<file path="config.mk">
export PLATFORM = sky130hd
export DESIGN_NAME = orp_ctrl
export DESIGN_NICKNAME = d
export VERILOG_FILES = /design/src/rtl/orp_pkg.sv /design/src/rtl/orp_ctrl.sv
export SDC_FILE = /design/constraint.sdc
export NUM_CORES = 1
export LEC_CHECK = 0
export BUFFER_PORTS_ARGS = -buffer_cell sky130_fd_sc_hd__buf_2
export CAP_MARGIN = 20
export CORE_MARGIN = 2
export CORE_UTILIZATION = 35
export CTS_CLUSTER_SIZE = 28
export DETAILED_ROUTE_END_ITERATION = 8
export SYNTH_ARGS = -nofsm -noshare
export SYNTH_HDL_FRONTEND = slang
export SYNTH_SLANG_ARGS = --single-unit
</file>
<file path="constraint.sdc">
create_clock -name clk -period 2.1 [get_ports clk]
set_input_delay 0.525 -clock clk [delete_from_list [all_inputs] [get_ports clk]]
set_output_delay 0.525 -clock clk [all_outputs]
set_load 0.05 [all_outputs]
</file>
<file path="src/rtl/orp_pkg.sv">
`default_nettype none
// ----------------------------------------------------------------------------
// orp_pkg
// Shared types and constants of the radix-8 trie map: op and status codes,
// the controller command word and the datapath status word.
// ----------------------------------------------------------------------------
package orp_pkg;

  localparam int DIGIT_BITS = 3;
  localparam int FANOUT     = 1 << DIGIT_BITS;

  localparam logic [1:0] OP_FIND   = 2'd0;
  localparam logic [1:0] OP_INSERT = 2'd1;
  localparam logic [1:0] OP_CLEAR  = 2'd2;

  localparam logic [1:0] ST_OK   = 2'd0;
  localparam logic [1:0] ST_MISS = 2'd1;
  localparam logic [1:0] ST_FULL = 2'd2;

  localparam logic [31:0] MISS_CODE = 32'h8000_0001;

  // which result the datapath latches
  typedef enum logic [2:0] {
    RES_NONE,
    RES_OK,
    RES_MISS,
    RES_FULL,
    RES_FIND
  } res_t;

  typedef struct packed {
    logic load;       // capture key and value, pick the root
    logic advance;    // follow the existing link
    logic alloc;      // link a fresh node into the current row
    logic zero_row;   // wipe links of the node just made
    logic store_val;  // write value at current node
    logic clr;        // wipe a root
    logic clr_idx;    // which root
    res_t res;
  } cmd_t;

  typedef struct packed {
    logic mag_zero;
    logic link_ok;
    logic pool_full;
  } sts_t;

endpackage : orp_pkg
`default_nettype wire

</file>
<file path="src/rtl/orp_ctrl.sv">
`default_nettype none
// ----------------------------------------------------------------------------
// orp_ctrl
// Sequencer of the trie walk: root clearing, per-level link read and
// evaluation, node allocation and result strobe.
// ----------------------------------------------------------------------------
module orp_ctrl
  import orp_pkg::*;
(
  input  wire logic       clk,
  input  wire logic       rst_n,
  input  wire logic       start,
  input  wire logic [1:0] in_op,
  input  wire sts_t       sts,
  output cmd_t            cmd,
  output logic            busy,
  output logic            out_valid
);

  typedef enum logic [2:0] {
    S_IDLE,
    S_CLR,
    S_RD,
    S_EV,
    S_ZR,
    S_VAL
  } state_t;

  state_t     state_r, state_nxt;
  logic [1:0] op_r, op_nxt;
  logic       clr_cnt_r, clr_cnt_nxt;
  logic       clr_rsp_r, clr_rsp_nxt;
  logic       out_valid_r, out_valid_nxt;

  always_comb begin
    state_nxt     = state_r;
    op_nxt        = op_r;
    clr_cnt_nxt   = clr_cnt_r;
    clr_rsp_nxt   = clr_rsp_r;
    out_valid_nxt = 1'b0;
    cmd           = '0;
    cmd.res       = RES_NONE;
    case (state_r)
      S_IDLE: begin
        if (start) begin
          case (in_op) inside
            OP_FIND, OP_INSERT: begin
              cmd.load  = 1'b1;
              op_nxt    = in_op;
              state_nxt = S_RD;
            end
            OP_CLEAR: begin
              clr_cnt_nxt = 1'b0;
              clr_rsp_nxt = 1'b1;
              state_nxt   = S_CLR;
            end
            default: begin
              cmd.res       = RES_OK;
              out_valid_nxt = 1'b1;
            end
          endcase
        end
      end
      S_CLR: begin
        cmd.clr     = 1'b1;
        cmd.clr_idx = clr_cnt_r;
        if (clr_cnt_r) begin
          state_nxt = S_IDLE;
          if (clr_rsp_r) begin
            cmd.res       = RES_OK;
            out_valid_nxt = 1'b1;
          end
        end else begin
          clr_cnt_nxt = 1'b1;
        end
      end
      S_RD: begin
        if (sts.mag_zero) begin
          if (op_r == OP_FIND) begin
            state_nxt = S_VAL;
          end else begin
            cmd.store_val = 1'b1;
            cmd.res       = RES_OK;
            out_valid_nxt = 1'b1;
            state_nxt     = S_IDLE;
          end
        end else begin
          state_nxt = S_EV;
        end
      end
      S_EV: begin
        if (sts.link_ok) begin
          cmd.advance = 1'b1;
          state_nxt   = S_RD;
        end else if (op_r == OP_FIND) begin
          cmd.res       = RES_MISS;
          out_valid_nxt = 1'b1;
          state_nxt     = S_IDLE;
        end else if (sts.pool_full) begin
          cmd.res       = RES_FULL;
          out_valid_nxt = 1'b1;
          state_nxt     = S_IDLE;
        end else begin
          cmd.alloc = 1'b1;
          state_nxt = S_ZR;
        end
      end
      S_ZR: begin
        cmd.zero_row = 1'b1;
        state_nxt    = S_RD;
      end
      S_VAL: begin
        cmd.res       = RES_FIND;
        out_valid_nxt = 1'b1;
        state_nxt     = S_IDLE;
      end
      default: begin
        state_nxt = S_IDLE;
      end
    endcase
  end

  always_ff @(posedge clk) begin
    if (!rst_n) begin
      state_r     <= S_CLR;
      op_r        <= OP_FIND;
      clr_cnt_r   <= 1'b0;
      clr_rsp_r   <= 1'b0;
      out_valid_r <= 1'b0;
    end else begin
      state_r     <= state_nxt;
      op_r        <= op_nxt;
      clr_cnt_r   <= clr_cnt_nxt;
      clr_rsp_r   <= clr_rsp_nxt;
      out_valid_r <= out_valid_nxt;
    end
  end

  assign busy      = (state_r != S_IDLE);
  assign out_valid = out_valid_r;

endmodule : orp_ctrl
`default_nettype wire

</file>
### Yosys cells after proc, flatten, opt, wreduce, memory -nomap -nowiden

Cells that the tools add are included.

| word-level totals | value |
|---|---|
| output and inout port bits | 12 |
| bits of input ports | 8 |
| register bits | 8 |
| logic and storage cells | 75 |

| operators by class | value |
|---|---|
| bitwise logic cells | 1 |
| mux-type cells | 47 |
| equality and inequality tests | 12 |
| reduce and logical (&&, ||, !) cells | 10 |

Operator list:

| kind | number |
|---|---|
| one-hot mux 3 bit (5 select lines) | 2 |
| 2-to-1 mux 1 bit | 29 |
| 2-to-1 mux 3 bit | 9 |
| 2-to-1 mux 2 bit | 5 |
| inequality test 2 bit, second input constant | 4 |
| AND reduction 4 bit | 2 |
| == test 3 x 2 -> 1 bit, second input constant | 2 |
| == test 3 bit, second input constant | 2 |
| AND reduction 3 bit | 2 |
| one-hot mux 1 bit (5 select lines) | 1 |
| logical NOT 2 bit | 2 |
| == test 3 x 1 -> 1 bit, second input constant | 1 |
| logical NOT 3 bit | 1 |
| inequality test 3 x 2 -> 1 bit, second input constant | 1 |
| nonzero test 3 bit | 1 |
| == test 2 x 1 -> 1 bit, second input constant | 1 |
| == test 2 bit, second input constant | 1 |
| one-hot mux 1 bit (2 select lines) | 1 |
| nonzero test 2 bit | 1 |
| OR reduction 2 bit | 1 |
| inverter 1 bit | 1 |

### Logic depth before layout (Yosys ltp)

Gate-level depths: netlist of run 1.

| depth | value |
|---|---|
| depth after elaboration | 5 |
| depth in mapped cells | 5 |
| gate-level depth less buffers | 4 |

### Least setup slack after synthesis of run 1

OpenSTA, ideal clock, no wires.

| timing | value |
|---|---|
| kind | reg-to-output |
| start | register state_r[2] |
| end | output cmd[0] in the netlist's numbering |
| cell stages (with the launch flop) | 6 |
| buffers on the path | 1 |
| required time | 1.575 ns |
| slack | -0.708 ns |
| arrival | 2.283 ns |
| cell sequence | dfxtp_1 -> clkbuf_4 -> or2b_1 -> nor3_1 -> a221o_1 -> a21o_2 |

RTL lines:

| what | line | RTL |
|---|---|---|
| start: declaration | orp_ctrl.sv:29 | `state_t state_r, state_nxt;` |
| start signal: assignment | orp_ctrl.sv:131 | `state_r <= state_nxt;` |
| end: declaration | orp_ctrl.sv:15 | `output cmd_t cmd,` |

==> run metrics, run 1 <==
Comb power frac 0.301; Sequential Power Share 0.409; adder-cell share of the synthesized area 0; Max Clk Rate between 400 and 500 MHz; Die X-Extent approximately 41 um; XOR/XNOR Fraction of Synth Area 0; setup TNS 0 ns; H-tree levels 1; Crit path arrival time 1.56 ns; Overflow after GRT 0; count of pins over their slew limit 0; initial cell density of the core 0.373; post-route minimum period around 2.1 ns; Crit Path Max Fanout 5; number of global-route vias before repair 433; Max Cap Viol 0; Post-DRT Antenna Nets 0; RePlAce Congestion 0.816; Worst slew margin 0.781; commonest non-fill, non-tap cell in the layout buf_2; post-synthesis mux area share 0.0206; FF-to-FF Start state_r[0]; register bit count reported by yosys 8; Critical Path End Type primary output; TritonRoute pass-1 iters 4; Clock Tree Buf Depth 2; register area about 170 um2; cts bufs inserted 3; yosys synthesis warning count 0; DP HPWL ~960 um; Power Total between 400 and 500 uW; Core Area roughly 0.0013 mm2; largest net degree at the start of global routing 11; post-synthesis compound-gate area fraction 0.188; leading cell types in the layout, fill and taps excluded 18 x buf_2, 8 x nor2_1, 5 x inv_1, 5 x dfxtp_1; final setup violation count 0; DRC errors left 0; hold path cells 2; Hold-fix buffers, CTS 0; share of layout cells above drive strength 1 0.435; hold crit path type reg2reg; critical path required time 1.57 ns; row count 13; Fin Clk Skew just over 0.002 ns; routed vias/inst approximately 5.2; Post-Syn Nets 70; Sw Share 0.339; drt wl/cell 12.4 um; vias ~520; Area contributors post-synth dfxtp_1 33%, nor2_1 6.2%, nor3_1 5.2%; Final #Nets 95; Seq/Total Area, Yosys 0.330; top-area cell type share of the netlist area 0.330; Initial DRC Count 5; Ports 20; Final Util 0.516; Period Utilization, post-route 0.991; worst hold slack 0.464 ns; initial antenna violation count 0; Final Hold Viols 0; die span in y just over 40 um; outcome completed; Pint ~270 uW; RSZ-0062 raised after global routing true; Synth Area in Simple Gates 0.384; Clock Pin Slew Worst Setup and Hold Paths 0.05 ns; Die ar. approximately 0.0017 mm2; largest family of logic cells by synthesized area simple AND/OR/NAND/NOR gates; reg2reg end out_valid; Avg Inst Size Synth between 7 and 8 um2; Area Overhead vs Synth 38.4%; Worst R2R Setup Slack around 0.73 ns; Pwr per Cell Area 598 mW/mm2; first-pass GRT wire length between 1.5 and 2 mm; clock latency on the worst-skew pair between 0.2 and 0.3 ns; Endpoint, Worst Hold op_r[1]; Startpoint Class register; Synth area leader dfxtp_1; Multi-input gate area a little over 300 um2; clock tree from TritonCTS yes; mapped cell area 485 um2; slew at the pin closest to its max-slew limit ~0.32 ns; Detailed Route WL between 1 and 1.5 mm; Worst Reg-to-Reg Cells 4; Worst setup startpoint state_r[0]; Root Driver clkbuf_4; Mapped Cells 62; Port Buf Inserts 19; clock share of power 0.290; CTS Sinks 8; leakage power about 0.3 nW; fillers 142; Peak VDD IR between 0.3 and 0.4 mV; Switch Pwr around 140 uW; Hold Crit Start op_r[1]; GR Util All Layers 0.174; n_diodes 0; critical path class reg2out; synth unique cells 28
power by group through the flow:
stage | logic [mW] | registers [mW] | clock network [mW]
global route | 0.130 | 0.166 | 0.126
detailed placement | 0.119 | 0.169 | 0
CTS | 0.121 | 0.165 | 0.120
global placement | 0.119 | 0.168 | 0
finish | 0.121 | 0.164 | 0.117
floorplan | 0.0850 | 0.169 | 0
kinds of logic after synthesis:
kind of cell,Yosys count
compound gates,13
buf+inv,8
flops,8
mux,1
simple gates,32
stage by stage:
step | instance area (um2) | instances | setup WS, ns
floorplan | 507 | 62 | -0.241
global placement | 632 | 97 | 0.0810
detailed placement | 632 | 97 | 0.0537
CTS | 667 | 100 | 0.00394
global route | 672 | 100 | -0.0162
finish | 672 | 100 | 0.0184
worst max-delay path, stage by stage, from the launching register on:
cell,delay (ns)
dfxtp_4,0.36
or2b_4,0.23
nor3_4,0.04
a221o_1,0.33
a21o_2,0.20
buf_6,0.15
routing by layer:
layer | global-route usage | up-vias | share of wire
li1 | - | 270 | -
met1 | 0.175 | 229 | 0.43
met4 | 0.113 | 0 | 0.017
met2 | 0.281 | 15 | 0.50
met3 | 0.0870 | 4 | 0.055
met5 | 0 | - | 0
final cells by class:
cell class,instances,area share
tap,15,0.0279
timing repair buffer,23,0.196
sequential,8,0.255
inverter,5,0.0279
clock buffer,3,0.0335
multi-input combinational,46,0.460
cells in the mapped netlist, drive strengths merged:
cell type and count:
nor2b 4, a21boi 1, o311a 1, clkbuf 2
and2 1, nand2 4, o21a 1, nor2 8
a21o 1, o32ai 1, mux2i 1, o21ai 2
dfxtp 8, buf 1, and3 3, a221o 1
nand4b 1, nand3b 1, a32oi 1, a21oi 4
nor3 7, or2b 2, inv 5, nor4b 1
timing repair:
action,4_1_cts,5_1_grt
cloned,0,0
pin swaps,0,1
resized for setup,7,2
endpoints found under the setup margin,2,1
setup buffers,0,0
registers in the layout, indices dropped and copies added, names as in the netlist:
| signal | cells |
|---|---|
| out_valid | 1 |
| clr_rsp_r | 1 |
| op_r | 2 |
| clr_cnt_r | 1 |
| state_r | 3 |
worst max path at each step:
stage,to,slack (ns),cells after the start
floorplan,cmd[0],-0.24,5
global placement,cmd[0],0.08,5
detailed placement,cmd[0],0.05,6
CTS,cmd[0],0.004,5
global route,cmd[0],-0.02,5
finish,cmd[0],0.02,5
No activity file was read; power rests on OpenSTA's default activity.
==> run 2, diff against run 1 <==
- GPL_TIMING_DRIVEN: unset -> 0
==> run metrics, run 2 (same netlist as run 1, synthesis figures left out) <==
outcome finished with violations; failing checks negative setup slack; cts bufs inserted 3; Core Area 0.00130 mm2; hold path cells 2; Die X-Extent 41.2 um; count of pins over their slew limit 0; Hold Crit Start op_r[1]; Worst setup startpoint state_r[0]; crit-path cells or2b_4, nor3_4, a221o_1, a21o_2, buf_8; Crit path arrival time about 1.6 ns; Max Cap Viol 0; Critical Path End Type primary output; Port Buf Inserts 19; Initial DRC Count 9; Period Utilization, post-route 1.01; DP HPWL between 800 and 900 um; Area Overhead vs Synth 60.1%; Clock Pin Slew Worst Setup and Hold Paths around 0.06 ns; drt wl/cell ~13 um; Die ar. around 0.0017 mm2; PnR worst setup slack -0.0260 ns; Crit Path Max Fanout 4; Root Driver clkbuf_4; DRT met1 WL approximately 560 um; Worst R2R Setup Slack between 0.5 and 0.6 ns; Biggest register state_r; post-route minimum period 2.13 ns; WL met2 between 700 and 800 um; Ports 20; largest net degree at the start of global routing 11; FF-to-FF Start state_r[0]; Max Clk Rate 470 MHz; final setup violation count 1; first-pass GRT wire length between 2 and 2.5 mm; critical path class reg2out; Peak VDD IR around 0.28 mV; TritonRoute pass-1 iters 4; slowest CP cell a221o_1; Clock Tree Buf Depth 2; setup TNS -0.0260 ns; Worst Reg-to-Reg Cells 5; clock latency on the worst-skew pair roughly 0.25 ns; clock tree from TritonCTS yes; share of layout cells above drive strength 1 0.500; top sig layer met3; Worst slew margin 0.799; leading cell types in the layout, fill and taps excluded 14 x buf_2, 12 x buf_4, 7 x nor2_1, 5 x inv_1, 5 x dfxtp_1; Top Registers state_r x3, op_r x2; Hold-fix buffers, CTS 0; max FFs per register 3; Post-DRT Antenna Nets 0; initial cell density of the core 0.373; commonest non-fill, non-tap cell in the layout buf_2; row count 13; initial antenna violation count 0; hold crit path type reg2reg; Final #Nets between 100 and 150; RePlAce Congestion between 0.8 and 0.9; die span in y between 40 and 50 um; number of global-route vias before repair 451; n_diodes 0; leakage power ~0.36 nW; vias 562; CTS Sinks 8; Detailed Route WL 1.38 mm; DRC errors left 0; routed vias/inst 5.16; GR Util All Layers 0.189; critical path required time 1.57 ns; Final Hold Viols 0; max incr delay on CP ~0.38 ns; H-tree levels 1; Fin Clk Skew 0.0113 ns; Startpoint Class register; Pwr per Cell Area around 540 mW/mm2; Power Total 423 uW; Routed met3 length 106 um; Overflow after GRT 0; RSZ-0062 raised after global routing true; slew at the pin closest to its max-slew limit about 0.30 ns
## run 2: cell types whose count changed in the layout (fill, tap and decap cells not counted), moves of 2 or more
| cell | previous run | this run |
|---|---|---|
| buf_2 | 18 | 14 |
| nor3_2 | 4 | 2 |
| buf_4 | 4 | 12 |
| nor3_4 | 1 | 3 |
## run 2: through the flow
stage	util	hold WS, ns	instances	worst slack (ns)	area [um2]
after detailed placement	0.477	0.451	96	0.0175	621
after floorplan	-	0.433	62	-0.241	507
after global placement	0.477	0.450	96	0.0206	621
after global routing	0.597	0.470	109	-0.0931	777
after CTS	0.571	0.462	107	-0.0336	743
final	0.597	0.463	109	-0.0260	777
## run 2: report_power, final
group / total (mW) / internal (mW) / switching (mW)
sequential: 0.166 / 0.158 / 0.00736
combinational: 0.140 / 0.0570 / 0.0834
clock: 0.117 / 0.0654 / 0.0518
## run 2: cell type report
class,count,area (um2)
plain buffers,3,26.3
clock buffers,3,22.5
fillers,134,524
inverters,5,18.8
multi-input cells,46,324
flip-flops and latches,8,169
well taps,15,18.8
repair buffers,29,198
## run 2: path summary, 6_finish.rpt
| check | end |
|---|---|
| worst min register to register | op_r[1] |
| worst max register to register | out_valid |
| worst min-delay path | op_r[1] |
| worst max-delay path | cmd[0] |
## run 2: repair_timing
action	CTS	global route
endpoints found under the setup margin	2	5
buffers inserted	8	2
resized for setup	14	8
pin swaps	3	2
## run 2: layer usage
| layer | vias up | track usage |
|---|---|---|
| li1 | 282 | - |
| met1 | 259 | 0.221 |
| met2 | 21 | 0.309 |
| met3 | 0 | 0.0707 |
| met4 | 0 | 0.0726 |
| met5 | - | 0 |
## run 2: worst max-delay path, delay by kind of cell (launching register included)
| kind | cells | cell delay (ns) |
|---|---|---|
| simple gates | 2 | 0.24 |
| buf+inv | 1 | 0.15 |
| flops | 1 | 0.36 |
| compound gates | 2 | 0.59 |
